===== src/rtl/core/dpm_pkg.sv =====
package dpm_pkg;

   // Sizing
   localparam int NUM_TERMS    = 32;
   localparam int COEF_BITS    = 16;
   localparam int IN_COEF_BITS = 16;
   localparam int IN_EXP_BITS  = 5;
   localparam int ACC_BITS     = 40;
   localparam int OUT_EXP_BITS = 6;

   // Only exponents that the 5-bit field can reach are ever stored
   localparam int EXP_LIMIT    = (NUM_TERMS < 32) ? NUM_TERMS : 32;
   localparam int IDX_BITS     = $clog2(EXP_LIMIT);
   localparam int BUCKET_DEPTH = 2 * EXP_LIMIT - 1;
   localparam int BKT_BITS     = $clog2(BUCKET_DEPTH);
   localparam int PROD_BITS    = 2 * COEF_BITS;
   localparam int SUM_BITS     = ((COEF_BITS > IN_COEF_BITS) ? COEF_BITS : IN_COEF_BITS) + 1;

   localparam logic signed [SUM_BITS-1:0] SUM_MAX =
      SUM_BITS'((64'd1 << (COEF_BITS - 1)) - 64'd1);
   localparam logic signed [SUM_BITS-1:0] SUM_MIN = ~SUM_MAX;

   typedef logic signed [COEF_BITS-1:0]    coef_type;
   typedef logic signed [IN_COEF_BITS-1:0] term_type;
   typedef logic signed [ACC_BITS-1:0]     acc_type;
   typedef logic signed [PROD_BITS-1:0]    prod_type;
   typedef logic [IDX_BITS-1:0]            idx_type;
   typedef logic [BKT_BITS-1:0]            bkt_addr_type;

   typedef enum logic [1:0] {
      OP_ADD_A = 2'd0,
      OP_ADD_B = 2'd1,
      OP_MUL   = 2'd2,
      OP_CLEAR = 2'd3
   } opcode_type;

   // Control of the coefficient store
   typedef struct packed {
      logic     clear;
      logic     rd_en;
      idx_type  rd_addr_a;
      idx_type  rd_addr_b;
      logic     wr_en_a;
      logic     wr_en_b;
      idx_type  wr_addr;
      coef_type wr_data;
   } coef_ctl_type;

   // One product to add into the bucket
   typedef struct packed {
      logic         valid;
      bkt_addr_type addr;
      acc_type      value;
   } bkt_acc_type;

   // Scan read of the bucket
   typedef struct packed {
      logic         rd_en;
      bkt_addr_type addr;
   } bkt_scan_type;

   // Stored coefficient plus term, clamped to the coefficient range
   function automatic coef_type sat_add(coef_type stored, term_type term);
      logic signed [SUM_BITS-1:0] s;
      logic signed [SUM_BITS-1:0] r;
      s = SUM_BITS'(stored) + SUM_BITS'(term);
      if (s > SUM_MAX) begin
         r = SUM_MAX;
      end else if (s < SUM_MIN) begin
         r = SUM_MIN;
      end else begin
         r = s;
      end
      return COEF_BITS'(r);
   endfunction

   // Product brought to the bucket width, wrapping where it is wider
   function automatic acc_type widen_prod(prod_type p);
      logic signed [63:0] w;
      w = 64'(p);
      return w[ACC_BITS-1:0];
   endfunction

endpackage


===== src/rtl/core/dpm_coef_mem.sv =====
// Coefficient store for A and B: one synchronous RAM each, registered read.
// Entries never written since reset or clear read as zero via valid bits.
module dpm_coef_mem (
   input  logic                  clock,
   input  logic                  reset,
   input  dpm_pkg::coef_ctl_type ctl,
   output dpm_pkg::coef_type     rd_a,
   output dpm_pkg::coef_type     rd_b
);

   dpm_pkg::coef_type mem_a [dpm_pkg::EXP_LIMIT];
   dpm_pkg::coef_type mem_b [dpm_pkg::EXP_LIMIT];

   logic [dpm_pkg::EXP_LIMIT-1:0] valid_a_ff;
   logic [dpm_pkg::EXP_LIMIT-1:0] valid_b_ff;

   dpm_pkg::coef_type a_rd_ff;
   dpm_pkg::coef_type b_rd_ff;
   logic              a_hit_ff;
   logic              b_hit_ff;

   // Valid bits: cleared at once by reset or a clear item
   always_ff @(posedge clock) begin
      if (reset || ctl.clear) begin
         valid_a_ff <= '0;
         valid_b_ff <= '0;
      end else begin
         if (ctl.wr_en_a) begin
            valid_a_ff[ctl.wr_addr] <= 1'b1;
         end
         if (ctl.wr_en_b) begin
            valid_b_ff[ctl.wr_addr] <= 1'b1;
         end
      end
   end

   // RAM write and registered read
   always_ff @(posedge clock) begin
      if (ctl.wr_en_a) begin
         mem_a[ctl.wr_addr] <= ctl.wr_data;
      end
      if (ctl.wr_en_b) begin
         mem_b[ctl.wr_addr] <= ctl.wr_data;
      end
      if (ctl.rd_en) begin
         a_rd_ff  <= mem_a[ctl.rd_addr_a];
         b_rd_ff  <= mem_b[ctl.rd_addr_b];
         a_hit_ff <= valid_a_ff[ctl.rd_addr_a];
         b_hit_ff <= valid_b_ff[ctl.rd_addr_b];
      end
   end

   assign rd_a = a_hit_ff ? a_rd_ff : '0;
   assign rd_b = b_hit_ff ? b_rd_ff : '0;

endmodule


===== config.mk =====
export PLATFORM = sky130hd
export DESIGN_NAME = dpm_coef_mem
export DESIGN_NICKNAME = d
export VERILOG_FILES = /design/src/rtl/core/dpm_pkg.sv /design/src/rtl/core/dpm_coef_mem.sv
export SDC_FILE = /design/constraint.sdc
export NUM_CORES = 1
export LEC_CHECK = 0
export ABC_AREA = 1
export BUFFER_PORTS_ARGS = -buffer_cell sky130_fd_sc_hd__buf_2
export CAP_MARGIN = 10
export CORE_MARGIN = 2
export CORE_UTILIZATION = 50
export DETAILED_ROUTE_END_ITERATION = 8
export PLACE_DENSITY = 0.66
export SYNTH_ARGS = -nofsm -noshare
export SYNTH_HDL_FRONTEND = slang
export SYNTH_SLANG_ARGS = --single-unit

===== constraint.sdc =====
create_clock -name clock -period 2.4 [get_ports clock]
set_input_delay 0.36 -clock clock [delete_from_list [all_inputs] [get_ports clock]]
set_output_delay 0.36 -clock clock [all_outputs]
set_load 0.02 [all_outputs]

* After elaboration in Yosys (flattened, before gate mapping)
Memory sizes are Yosys's and may differ from the RTL's. A register that Yosys moved wholly into a read port is not among the register bits.
Cells that the tools add are included.
W data, S select, Z words.
** Storage, ports and cells
- Bits in registers :: 66
- Memory bits (writable) :: 1024
- Input port bits :: 37
- Logic and storage cells :: 26
- Memories kept :: 2
** Memory list
- mem_a :: words 32, bits a word 16, rd ports 1, clocked after Yosys merged registers in 1, wr ports 1, RTL line dpm_coef_mem.sv:11 : dpm_pkg::coef_type mem_a [dpm_pkg::EXP_LIMIT];
- mem_b :: words 32, bits a word 16, rd ports 1, clocked after Yosys merged registers in 1, wr ports 1, RTL line dpm_coef_mem.sv:12 : dpm_pkg::coef_type mem_b [dpm_pkg::EXP_LIMIT];
** Operators by class
- Magnitude comparators :: 4
- Multiplexer cells :: 12
- Bitwise logic cells :: 2
- Reductions and logical operators :: 2
** Operator list (count)
- $or A32 B32 Y32 :: 2
- $mux W16 :: 2
- $lt A5 B6 Y1 const B :: 3
- $bmux W1 S5 :: 2
- $mux W1 :: 7
- $demux W1 S5 :: 1
- $ge A5 B1 Y1 const B :: 1
- $logic_and A1 B1 Y1 :: 1
- $logic_or A1 B1 Y1 :: 1

* Depth between registers and ports, before layout
- Depth in word-level cells :: 5
- Mapped depth :: 12

* Worst setup path before layout
No wires, ideal clock.
- Kind :: input to register
- From :: input port ctl[17] (netlist bit)
- To :: memory mem_a[24][0] (netlist bit), enable pin
- Arrival time :: 1430 ps
- Required time :: 2010 ps
- Slack :: 580 ps
- Cell stages on the path :: 5
- Path buffers :: 0
- Cell sequence :: nor2_1 inv_1 nor2_1 inv_1 nor2_1
** RTL lines
- start: declaration :: RTL line dpm_coef_mem.sv:6 : input dpm_pkg::coef_ctl_type ctl,
- end: declaration :: RTL line dpm_coef_mem.sv:11
Straight into the memory's write port.

* Final worst setup path
- From :: register a_hit_ff
- To :: output port rd_a[13]
** Between the ends
- Word-level cells in the longest chain between the ends :: 1
** RTL lines
- start: declaration :: RTL line dpm_coef_mem.sv:19 : logic a_hit_ff;
- start signal: assignment :: RTL line dpm_coef_mem.sv:48 : a_hit_ff <= valid_a_ff[ctl.rd_addr_a];
- $mux W16 :: RTL line dpm_coef_mem.sv:53 : assign rd_a = a_hit_ff ? a_rd_ff : '0;
- end: declaration :: RTL line dpm_coef_mem.sv:7 : output dpm_pkg::coef_type rd_a,
Every way passes these cells.

==> impl_metrics.csv <==
group,metric,value,unit
detailed_routing,vias,30200,
cts,insertion_delay,0.68,ns
detailed_routing,viasPerCell,5.53,
detailed_routing,drtIter0Drc,3327,
worst_setup_path,critPathRequiredTime,2.04,ns
cells_and_area,finalInstanceArea,0.0516,mm²
worst_setup_path,start_kind,"register",
detailed_routing,drt-total-wl,117000,µm
cells_and_area,syn_to_final_growth,13.1,%
global_routing,grt_pass1_vias,28500,
cts,cts_tree,"built",
power_and_ir_drop,p_per_area,802,mW/mm²
worst_setup_path,path_buf_inv,2,
synthesis,ys_ff_latch,1122,
cts,cts_setup_buffers,0,
timing,finalHoldViolations,0,
floorplan,die-area,0.0936,mm²
floorplan,start_util,0.506,
timing,setup_violations,0,
worst_setup_path,crit_path_end_kind,"output pin",
hold_path,worstHoldPathType,"in -> reg",
timing,fmax,469,MHz
cells_and_area,final_util,0.572,
detailed_routing,firstDrtPassIters,5,
synthesis,ys_seq_area_frac,0.725,
cts,root_buffer,"clkbuf_16",
synthesis,synth_cell_types,17,
placement,gp_congestion,0.864,
worst_setup_path,critPathTopFamily,"flip-flops",
outcome,status,"completed",
worst_setup_path,crit_arrival,1.77,ns
timing,fin_ws,0.268,ns
synthesis,postSynthAreaPerCell,11.2,µm²
cts,clockBufferDepth,3,
detailed_routing,ant_nets,0,
cts,post_cts_resized,0,
global_routing,grt_max_degree,83,
global_routing,antenna_found_initial,10,
worst_setup_path,rrSetupSlack,1.03,ns
timing,fin_crit_sh,0.888,
synthesis,synth.net_count,4122,
detailed_routing,post_drt_wl_per_cell,21.4,µm
synthesis,syn_inst,4085,
timing,rsz0062_at_grt,"false",
worst_setup_path,cp_slowest_cell,"edfxtp_1",
floorplan,rows,110,
floorplan,die_y,306,µm
global_routing,grt_pass1_wl,176000,µm
synthesis,synth_top_area_cell,"edfxtp_1",
floorplan,num_io_pins,69,
placement,place_hpwl,66400,µm
worst_setup_path,max_stage_delay,0.69,ns
worst_setup_path,path_class,"reg -> out",
detailed_routing,drc,0,
cts,cts_hold_buffers,0,
cells_and_area,nets,4228,
synthesis,synth_area_leaders,"edfxtp_1 70%, nand2_1 13%, nand3_1 9.0%",
cts,cts_buffers,111,
synthesis,synthesis.area,0.0456,mm²
cts,clkSlewWorstSetupHoldPaths,0.06,ns
job,maxCapViolCount,0,
power_and_ir_drop,leakage,19.7,nW
synthesis,yosysTopAreaCellShare,0.697,
synthesis,synth_warnings,0,
cts,h-tree-depth,3,
floorplan,core,0.0901,mm²
placement,port_buffers,68,
worst_setup_path,path_max_fanout,16,
worst_setup_path,crit_path_cell_trace,"nand2_1 > inv_1 > buf_2",
worst_setup_path,cp.depth,3,
power_and_ir_drop,power,0.0414,W
timing,min_period,2.13,ns
power_and_ir_drop,ir_drop,0.881,mV
floorplan,die_x,306,µm
timing,worst_slew_pin_slew,0.975,ns
timing,fin_tns_setup,0,ns
worst_setup_path,reg2reg_depth,8,
timing,skew,0.0218,ns
global_routing,grt_overflow_total,0,
timing,slew_headroom,0.350,
hold_path,hold_depth,1,
cells_and_area,drive_gt1_frac,0.0938,
placement,pre_cts_ws,0.315,ns
timing,drv_slew,0,
cts,clock_sinks,1122,
placement,place_area,0.0481,mm²
global_routing,grt_util_all_layers,0.249,
[where the power goes]
group / switching, W / total (W) / internal [W]
registers: 0.0000712 / 0.0218 / 0.0217
logic: 0.00200 / 0.00276 / 0.000755
clock network: 0.00714 / 0.0169 / 0.00974
[synthesized netlist by cell type]
library cell  number
dfxtp_1           64
nand3_1          820
nand2_1         1613
buf_1             17
clkbuf_1          68
nor2_1           100
nor3_1             2
clkinv_1           4
buf_2            123
inv_1            132
or2_2              1
inv_2              6
o21ba_2            8
edfxtp_1        1058
buf_4             32
a21oi_1           32
buf_6              5
[kinds of logic (layout without fill, tap and decap cells)]
| logic type | after synthesis | count (layout) | synth area share |
|---|---|---|---|
| other | 0 | 8 | 0 |
| DFF | 1122 | 1122 | 0.725 |
| buffers and inverters | 387 | 586 | 0.0387 |
| AOI/OAI and AO/OA | 40 | 40 | 0.00527 |
| and+or+nand+nor | 2536 | 2536 | 0.231 |
[cell type report]
cell class	instances	area (µm²)
antenna	8	20.0
clock buffer	147	3020
clock inverter	59	498
fill	7252	38500
inverter	142	553
multi-input combinational	2576	10800
sequential	1122	33100
tap	1176	1470
timing repair buffer	238	2190
[metal layers]
layer,part of all wire,up-vias,track usage,wire length [µm]
li1,-,14200,-,-
met1,0.42,14600,0.356,48800
met2,0.47,1260,0.398,55200
met3,0.083,188,0.0374,9720
met4,0.026,2,0.0721,3050
met5,0.00011,-,0,13
[final timing paths]
check | from | end
worst min-delay path | ctl[12] | mem_a[17][12]
worst max register to register | mem_b[13][6] | b_rd_ff[6]
worst min register to register | valid_b_ff[30] | valid_b_ff[30]
worst max-delay path | a_hit_ff | rd_a[13]
[flip-flops by register name, summed over array words and instances, names as in the netlist]
name,flops
b_hit_ff,1
mem_a,512
a_hit_ff,1
valid_a_ff,32
valid_b_ff,32
mem_b,512
a_rd_ff,16
b_rd_ff,16
[placed cells by master, fill, tap and decap left out, drive strengths merged]
cell type and n:
a21oi 32, buf 236, bufinv 9, clkbuf 149, clkinv 49, clkinvlp 1, dfxtp 64, diode 8
edfxtp 1058, inv 142, nand2 1613, nand3 820, nor2 100, nor3 2, o21ba 8, or2 1
[through the flow]
step                      hold WS (ns)  cells
after floorplan                  0.430   4085
after global placement           0.436   5254
final                            0.109   5468
after detailed placement         0.440   5254
after global routing            0.0845   5460
after CTS                       0.0779   5460
No activity file was read; power rests on OpenSTA's default activity.
