<file path="config.mk">
export PLATFORM = sky130hd
export DESIGN_NAME = dpm_bucket
export DESIGN_NICKNAME = d
export VERILOG_FILES = /design/src/rtl/core/dpm_pkg.sv /design/src/rtl/core/dpm_bucket.sv
export SDC_FILE = /design/constraint.sdc
export NUM_CORES = 2
export LEC_CHECK = 0
export ABC_AREA = 1
export BUFFER_PORTS_ARGS = -buffer_cell sky130_fd_sc_hd__buf_4
export CAP_MARGIN = 20
export CORE_MARGIN = 2
export CORE_UTILIZATION = 60
export CTS_BUF_LIST = sky130_fd_sc_hd__clkbuf_8 sky130_fd_sc_hd__clkbuf_16
export CTS_CLUSTER_DIAMETER = 100
export CTS_CLUSTER_SIZE = 14
export DETAILED_ROUTE_END_ITERATION = 7
export PLACE_DENSITY_LB_ADDON = 0.2
export SKIP_CTS_REPAIR_TIMING = 1
export SYNTH_ARGS = -nofsm -noshare
export SYNTH_HDL_FRONTEND = slang
export SYNTH_SLANG_ARGS = --single-unit
</file>
<file path="constraint.sdc">
create_clock -name clock -period 6.5 [get_ports clock]
set_input_delay 1.95 -clock clock [delete_from_list [all_inputs] [get_ports clock]]
set_output_delay 1.95 -clock clock [all_outputs]
set_load 0.02 [all_outputs]
</file>
<file path="src/rtl/core/dpm_pkg.sv">
package dpm_pkg;

   // Sizing
   localparam int NUM_TERMS    = 32;
   localparam int COEF_BITS    = 16;
   localparam int IN_COEF_BITS = 16;
   localparam int IN_EXP_BITS  = 5;
   localparam int ACC_BITS     = 40;
   localparam int OUT_EXP_BITS = 6;

   // Only exponents that the 5-bit field can reach are ever stored
   localparam int EXP_LIMIT    = (NUM_TERMS < 32) ? NUM_TERMS : 32;
   localparam int IDX_BITS     = $clog2(EXP_LIMIT);
   localparam int BUCKET_DEPTH = 2 * EXP_LIMIT - 1;
   localparam int BKT_BITS     = $clog2(BUCKET_DEPTH);
   localparam int PROD_BITS    = 2 * COEF_BITS;
   localparam int SUM_BITS     = ((COEF_BITS > IN_COEF_BITS) ? COEF_BITS : IN_COEF_BITS) + 1;

   localparam logic signed [SUM_BITS-1:0] SUM_MAX =
      SUM_BITS'((64'd1 << (COEF_BITS - 1)) - 64'd1);
   localparam logic signed [SUM_BITS-1:0] SUM_MIN = ~SUM_MAX;

   typedef logic signed [COEF_BITS-1:0]    coef_type;
   typedef logic signed [IN_COEF_BITS-1:0] term_type;
   typedef logic signed [ACC_BITS-1:0]     acc_type;
   typedef logic signed [PROD_BITS-1:0]    prod_type;
   typedef logic [IDX_BITS-1:0]            idx_type;
   typedef logic [BKT_BITS-1:0]            bkt_addr_type;

   typedef enum logic [1:0] {
      OP_ADD_A = 2'd0,
      OP_ADD_B = 2'd1,
      OP_MUL   = 2'd2,
      OP_CLEAR = 2'd3
   } opcode_type;

   // Control of the coefficient store
   typedef struct packed {
      logic     clear;
      logic     rd_en;
      idx_type  rd_addr_a;
      idx_type  rd_addr_b;
      logic     wr_en_a;
      logic     wr_en_b;
      idx_type  wr_addr;
      coef_type wr_data;
   } coef_ctl_type;

   // One product to add into the bucket
   typedef struct packed {
      logic         valid;
      bkt_addr_type addr;
      acc_type      value;
   } bkt_acc_type;

   // Scan read of the bucket
   typedef struct packed {
      logic         rd_en;
      bkt_addr_type addr;
   } bkt_scan_type;

   // Stored coefficient plus term, clamped to the coefficient range
   function automatic coef_type sat_add(coef_type stored, term_type term);
      logic signed [SUM_BITS-1:0] s;
      logic signed [SUM_BITS-1:0] r;
      s = SUM_BITS'(stored) + SUM_BITS'(term);
      if (s > SUM_MAX) begin
         r = SUM_MAX;
      end else if (s < SUM_MIN) begin
         r = SUM_MIN;
      end else begin
         r = s;
      end
      return COEF_BITS'(r);
   endfunction

   // Product brought to the bucket width, wrapping where it is wider
   function automatic acc_type widen_prod(prod_type p);
      logic signed [63:0] w;
      w = 64'(p);
      return w[ACC_BITS-1:0];
   endfunction

endpackage

</file>
<file path="src/rtl/core/dpm_bucket.sv">
// Product bucket: one RAM with a registered read, read-modify-write for
// accumulation. A read that meets a write to the same entry on the same edge
// takes the written value by forwarding. Valid bits give the per-multiply clear.
module dpm_bucket (
   input  logic                  clock,
   input  logic                  reset,
   input  logic                  clear,
   input  dpm_pkg::bkt_acc_type  acc,
   input  dpm_pkg::bkt_scan_type scan,
   output dpm_pkg::acc_type      rd_data,
   output logic                  idle
);

   dpm_pkg::acc_type mem [dpm_pkg::BUCKET_DEPTH];

   logic [dpm_pkg::BUCKET_DEPTH-1:0] valid_ff;

   logic                  rd_en;
   dpm_pkg::bkt_addr_type rd_addr;
   logic                  wr_en;
   dpm_pkg::bkt_addr_type wr_addr;
   dpm_pkg::acc_type      wr_data;

   dpm_pkg::acc_type      mem_rd_ff;
   logic                  hit_ff;
   logic                  fwd_ff;
   dpm_pkg::acc_type      fwd_data_ff;

   logic                  w_v_ff;
   dpm_pkg::bkt_addr_type w_addr_ff;
   dpm_pkg::acc_type      w_val_ff;

   // Shared read port: accumulation has priority, scans never overlap it
   assign rd_en   = acc.valid || scan.rd_en;
   assign rd_addr = acc.valid ? acc.addr : scan.addr;

   assign rd_data = fwd_ff ? fwd_data_ff : (hit_ff ? mem_rd_ff : '0);

   // Write stage: old value plus product, wraps at the bucket width
   assign wr_en   = w_v_ff;
   assign wr_addr = w_addr_ff;
   assign wr_data = rd_data + w_val_ff;
   assign idle    = !w_v_ff;

   always_ff @(posedge clock) begin
      if (reset || clear) begin
         valid_ff <= '0;
      end else if (wr_en) begin
         valid_ff[wr_addr] <= 1'b1;
      end
   end

   always_ff @(posedge clock) begin
      if (reset) begin
         w_v_ff <= 1'b0;
      end else begin
         w_v_ff <= acc.valid;
      end
   end

   always_ff @(posedge clock) begin
      w_addr_ff <= acc.addr;
      w_val_ff  <= acc.value;
      if (wr_en) begin
         mem[wr_addr] <= wr_data;
      end
      if (rd_en) begin
         mem_rd_ff   <= mem[rd_addr];
         hit_ff      <= valid_ff[rd_addr];
         fwd_ff      <= wr_en && (wr_addr == rd_addr);
         fwd_data_ff <= wr_data;
      end
   end

endmodule

</file>
### Word level (Yosys, flattened, before mapping)

Memory sizes are Yosys's and may differ from the RTL's. A register that Yosys moved wholly into a read port is not among the register bits.
Index checks and enable logic that the tools add are counted.

* add/sub/neg operators: 1
* eq/ne operators: 1
* multiplexer cells: 9
* bitwise logic cells: 1
* reduce and logical (&&, ||, !) cells: 5
* magnitude comparators: 3

Operators by type and width (number)
* 40-bit 2-to-1 mux: 2
* 63-bit bitwise OR: 1
* 40-bit adder: 1
* 6-bit by 7-bit less-than comparator with 1-bit output (second input constant): 2
* 1-bit binary-select mux with 6-bit select: 1
* 1-bit demux with 6-bit select: 1
* 6-bit == test: 1
* 6-bit by 1-bit greater-or-equal comparator with 1-bit output (second input constant): 1
* 6-bit 2-to-1 mux: 1
* 1-bit 2-to-1 mux: 4
* 1-bit logical AND: 2
* 1-bit logical OR: 2
* 1-bit logical NOT: 1

* register bits after elaboration: 152
* RAM bits: 2520
* memories kept: 1
* output and inout port bits: 41
* word-level logic and storage cells: 28
* bits of input ports: 57

Memory list
* mem: depth 63, bits a word 40, read ports 1, clocked after Yosys merged registers in 1, wr ports 1, line dpm_bucket.sv:14 `dpm_pkg::acc_type mem [dpm_pkg::BUCKET_DEPTH];`

### Logic depth before layout (Yosys ltp)

* depth after elaboration: 5
* depth in mapped cells: 18
* gate-level depth less buffers: 17

### Worst setup path after synthesis

No wires, ideal clock.

* path type: register -> register
* from: reg fwd_ff
* to: reg fwd_data_ff[16] (data pin)
* stages on the path, launching flop included: 12
* required time: 5.964 ns
* arrival time: 4.262 ns
* slack: 1.702 ns
* path buffers: 2
* clock period less this slack: 4.798 ns
* setup time: 0.536 ns
* cell sequence: edfxtp_1 inv_1 clkbuf_1 clkbuf_1 nand3_1 nand2_1 ha_1 or2_2 and2_1 a21oi_1 o21ai_0 xor2_1

* cells in the longest elaborated chain, start to end: 2

Ends and longest elaborated chain
* start, declared: line dpm_bucket.sv:26 `logic fwd_ff;`
* start signal, assigned: line dpm_bucket.sv:70 `fwd_ff <= wr_en && (wr_addr == rd_addr);`
* 40-bit 2-to-1 mux: line dpm_bucket.sv:37 `assign rd_data = fwd_ff ? fwd_data_ff : (hit_ff ? mem_rd_ff : '0);`
* via rd_data[3]: line dpm_bucket.sv:10 `output dpm_pkg::acc_type rd_data,`
* 40-bit adder: line dpm_bucket.sv:42 `assign wr_data = rd_data + w_val_ff;`
* via wr_data[16]: line dpm_bucket.sv:22 `dpm_pkg::acc_type wr_data;`
* end signal, assigned: line dpm_bucket.sv:71 `fwd_data_ff <= wr_data;`
* end, declared: line dpm_bucket.sv:27 `dpm_pkg::acc_type fwd_data_ff;`

The timed path passes the listed nets, and every way through them passes these cells.
A chain may end at the register's enable or synchronous reset.

### Final worst setup path

* from: reg hit_ff
* to: mem mem[62][34] (netlist name) (data pin)

* cells in the longest elaborated chain, start to end: 3

Ends and longest elaborated chain
* start, declared: line dpm_bucket.sv:25 `logic hit_ff;`
* start signal, assigned: line dpm_bucket.sv:69 `hit_ff <= valid_ff[rd_addr];`
* 40-bit 2-to-1 mux (2 in series): line dpm_bucket.sv:37
* 40-bit adder: line dpm_bucket.sv:42
* via wr_data[34]: line dpm_bucket.sv:22
* end, declared: line dpm_bucket.sv:14

The timed path passes the listed nets, and every way through them passes these cells.

==> results.cfg <==
[clocking]
htree_levels = 4
cts_buffers = 211
cts_buffer_depth = 3
cts_tree = done
cts-root-buf = clkbuf_16
insertion_delay_ns = 0.88
cts.clk_slew.worst_paths_ns = 0.06
cts.sinks = 2712

[global_route]
gr-total-overflow = 0
grt_max_degree = 142
grt_usage_pct = 36.2
antenna_found_initial = 17
grt_pass1_wl_um = 537000
grt_pass1_vias = 81500

[detailed_routing]
num_vias = 86200
drc = 0
dr.pass1.iters = 8
detail-route-antenna-nets = 0
via_per_inst = 5.93
drtIter0Drc = 14000
wl_um = 371000
wire_per_inst_um = 25.6

[logic_synthesis]
yosysMostFrequentCell = nand2_1
synthArstFlopShare_pct = 0
ys_ff_latch = 2712
synth_compound_area_share_pct = 0.472
synth_top_family_by_area = simple AND/OR/NAND/NOR gates
synth_top_area_share_pct = 65.5
synth_adder_area_share_pct = 0.426
synthCells = 11800
synth_warnings = 0
yosys.area_share.simple_pct = 21.4
yosysTopAreaCell = edfxtp_1
syn_nets = 11900
synth_commonest_cells = 2839 x nand2_1, 2710 x nand3_1, 2602 x edfxtp_1, 2443 x inv_1, 354 x buf_2
ys_types = 38
muxShareOfSynthArea_pct = 0
ys.flop_type = edfxtp_1
synth.area.top_cells = edfxtp_1 66%, nand3_1 11%, nand2_1 8.9%
synth_seq_area_share_pct = 67.4
synthXorXnorAreaFrac_pct = 0.169
synthesis.area_um2 = 119000
avgSynthCellArea_um2 = 10.1
synth-edff-count = 2602

[critical_path]
crit_arrival_ns = 5.68
cp.required_ns = 7.11
crit_fanout = 34
worstSetupEndpointType = flip-flop
reg2reg_slack_ns = 1.43
critical_path_class = reg2reg
setup.worst_path.start_class = flip-flop

[layout]
final_util_pct = 65.8
nets = 11800
drive_above_1_share_pct = 5.93
area_growth_pct = 8.97
nFillCells = 15000

[die]
ios = 98
start_util_pct = 60.4
core_area_um2 = 197000
rows = 163
die_w_um = 450
die_h_um = 450
die_area_um2 = 202000

[sta]
setup_viol = 0
period_minus_slack_ns = 5.07
setup_tns_ns = 0
tightestPinTransition_ns = 1.27
max_freq_mhz = 197
final_hold_viol_count = 0
fin_crit_sh_pct = 78.0
maxSlewViolCount = 0
maxSlewHeadroom_pct = 15.2
grt_setup_unrepaired = false
final.setup_skew_ns = 0.0439

[flow_run]
cap_violations = 0

[power]
power.internal_mw = 29.0
vdd_ir_drop_max_uv = 296
p_per_area_nw_per_um2 = 317
p_switching_mw = 12.2
p_leak_nw = 55.2
swShare_pct = 29.5
pwr-share-clk_pct = 28.9
p_comb_share_pct = 18.1
p_seq_share_pct = 53.1

[status]
status = completed

[place]
dp_hpwl_um = 206000
port_buffers = 97
place.gp.congestion = 0.916

[min_path]
hp-class = reg2reg
[through the flow]
stage	instance area (um^2)	cells	worst slack [ns]	total power, mW	hold WS, ns
finish	130000	14500	1.43	41.1	0.471
global route	130000	14500	1.21	42.1	0.490
CTS	130000	14500	1.45	40.9	0.475
detailed placement	124000	14200	1.03	29.3	0.460
global placement	124000	14200	1.06	29.1	0.449
floorplan	119000	11800	1.70	25.7	0.440
[final cells by class]
class | count | area, um^2 | area share, %
clock inverters | 116 | 543 | 0.418
inverters | 2446 | 9200 | 7.08
well taps | 2640 | 3300 | 2.54
flip-flops and latches | 2712 | 80300 | 61.8
diodes | 11 | 27.5 | 0.0212
multi-input cells | 6026 | 27700 | 21.3
repair buffers | 355 | 3450 | 2.65
clock buffers | 215 | 5370 | 4.13
[layout by cell type (no fill, tap or decap), drive strengths merged]
| master | n |
|---|---|
| ha | 39 |
| inv | 2557 |
| nand2 | 2842 |
| a21boi | 1 |
| clkinv | 5 |
| diode | 11 |
| nand3 | 2710 |
| o21ai | 35 |
| xnor2 | 2 |
| a31oi | 2 |
| nand4 | 12 |
| dfxtp | 110 |
| a21o | 3 |
| o22ai | 2 |
| a21oi | 49 |
| buf | 355 |
| o21a | 2 |
| or2 | 8 |
| nor3 | 13 |
| nor4 | 2 |
| o2111ai | 1 |
| o211ai | 1 |
| xor2 | 21 |
| clkbuf | 215 |
| fa | 1 |
| nor3b | 1 |
| and2 | 1 |
| o21bai | 7 |
| nor2 | 271 |
| edfxtp | 2602 |
[kinds of logic (layout without fill, tap and decap cells)]
family | after synthesis | count (layout)
other | 0 | 11
AOI/OAI and AO/OA | 103 | 103
DFF | 2712 | 2712
buffers and inverters | 3049 | 3132
adders and majority gates | 40 | 40
xor gates and xnor gates | 23 | 23
and+or+nand+nor | 5860 | 5860
[path summary, 6_finish.rpt]
| kind | to | depth (start not counted) | start |
|---|---|---|---|
| max | mem[62][34]$_DFFE_PP_ | 14 | hit_ff$_DFFE_PP_ |
| min | valid_ff[12]$_SDFFE_PP0P_ | 2 | valid_ff[12]$_SDFFE_PP0P_ |
| max reg2reg | mem[62][34]$_DFFE_PP_ | 14 | hit_ff$_DFFE_PP_ |
| min reg2reg | valid_ff[12]$_SDFFE_PP0P_ | 2 | valid_ff[12]$_SDFFE_PP0P_ |
[power groups by stage]
stage,combinational (mW),clock [mW],sequential (mW)
2_1_floorplan,3.41,0,22.3
3_3_place_gp,6.92,0,22.2
3_5_place_dp,7.12,0,22.2
4_1_cts,7.15,11.9,21.8
5_1_grt,7.72,12.5,21.8
6_report,7.43,11.9,21.8
[layer usage]
metal  up-vias  track usage (%)  share of wire, %
met5         -                0            0.0078
met4         4             17.4               5.6
met3       987             8.54                14
met2      6161             55.0                44
met1     41000             49.7                36
li1      38000                -                 -
[state kept, by name (all words and copies together) (netlist names)]
| signal | count |
|---|---|
| w_val_ff | 40 |
| mem_rd_ff | 40 |
| fwd_data_ff | 40 |
| valid_ff | 63 |
| mem | 2520 |
| w_addr_ff | 6 |
| w_v_ff | 1 |
| fwd_ff | 1 |
| hit_ff | 1 |
[critical path: stages (launching register included)]
cell	delay, ns
edfxtp_1	0.93
buf_4	0.39
nand3_1	0.18
nand2_1	0.24
ha_1	0.26
nand2_1	0.19
nor2_1	0.16
buf_4	0.17
nand2_1	0.06
nor2_1	0.36
nand3_1	0.34
nand3_1	0.18
nand2_1	0.07
nand2_2	0.69
buf_4	0.49
Note: power is estimated with default switching activity, not from simulation.
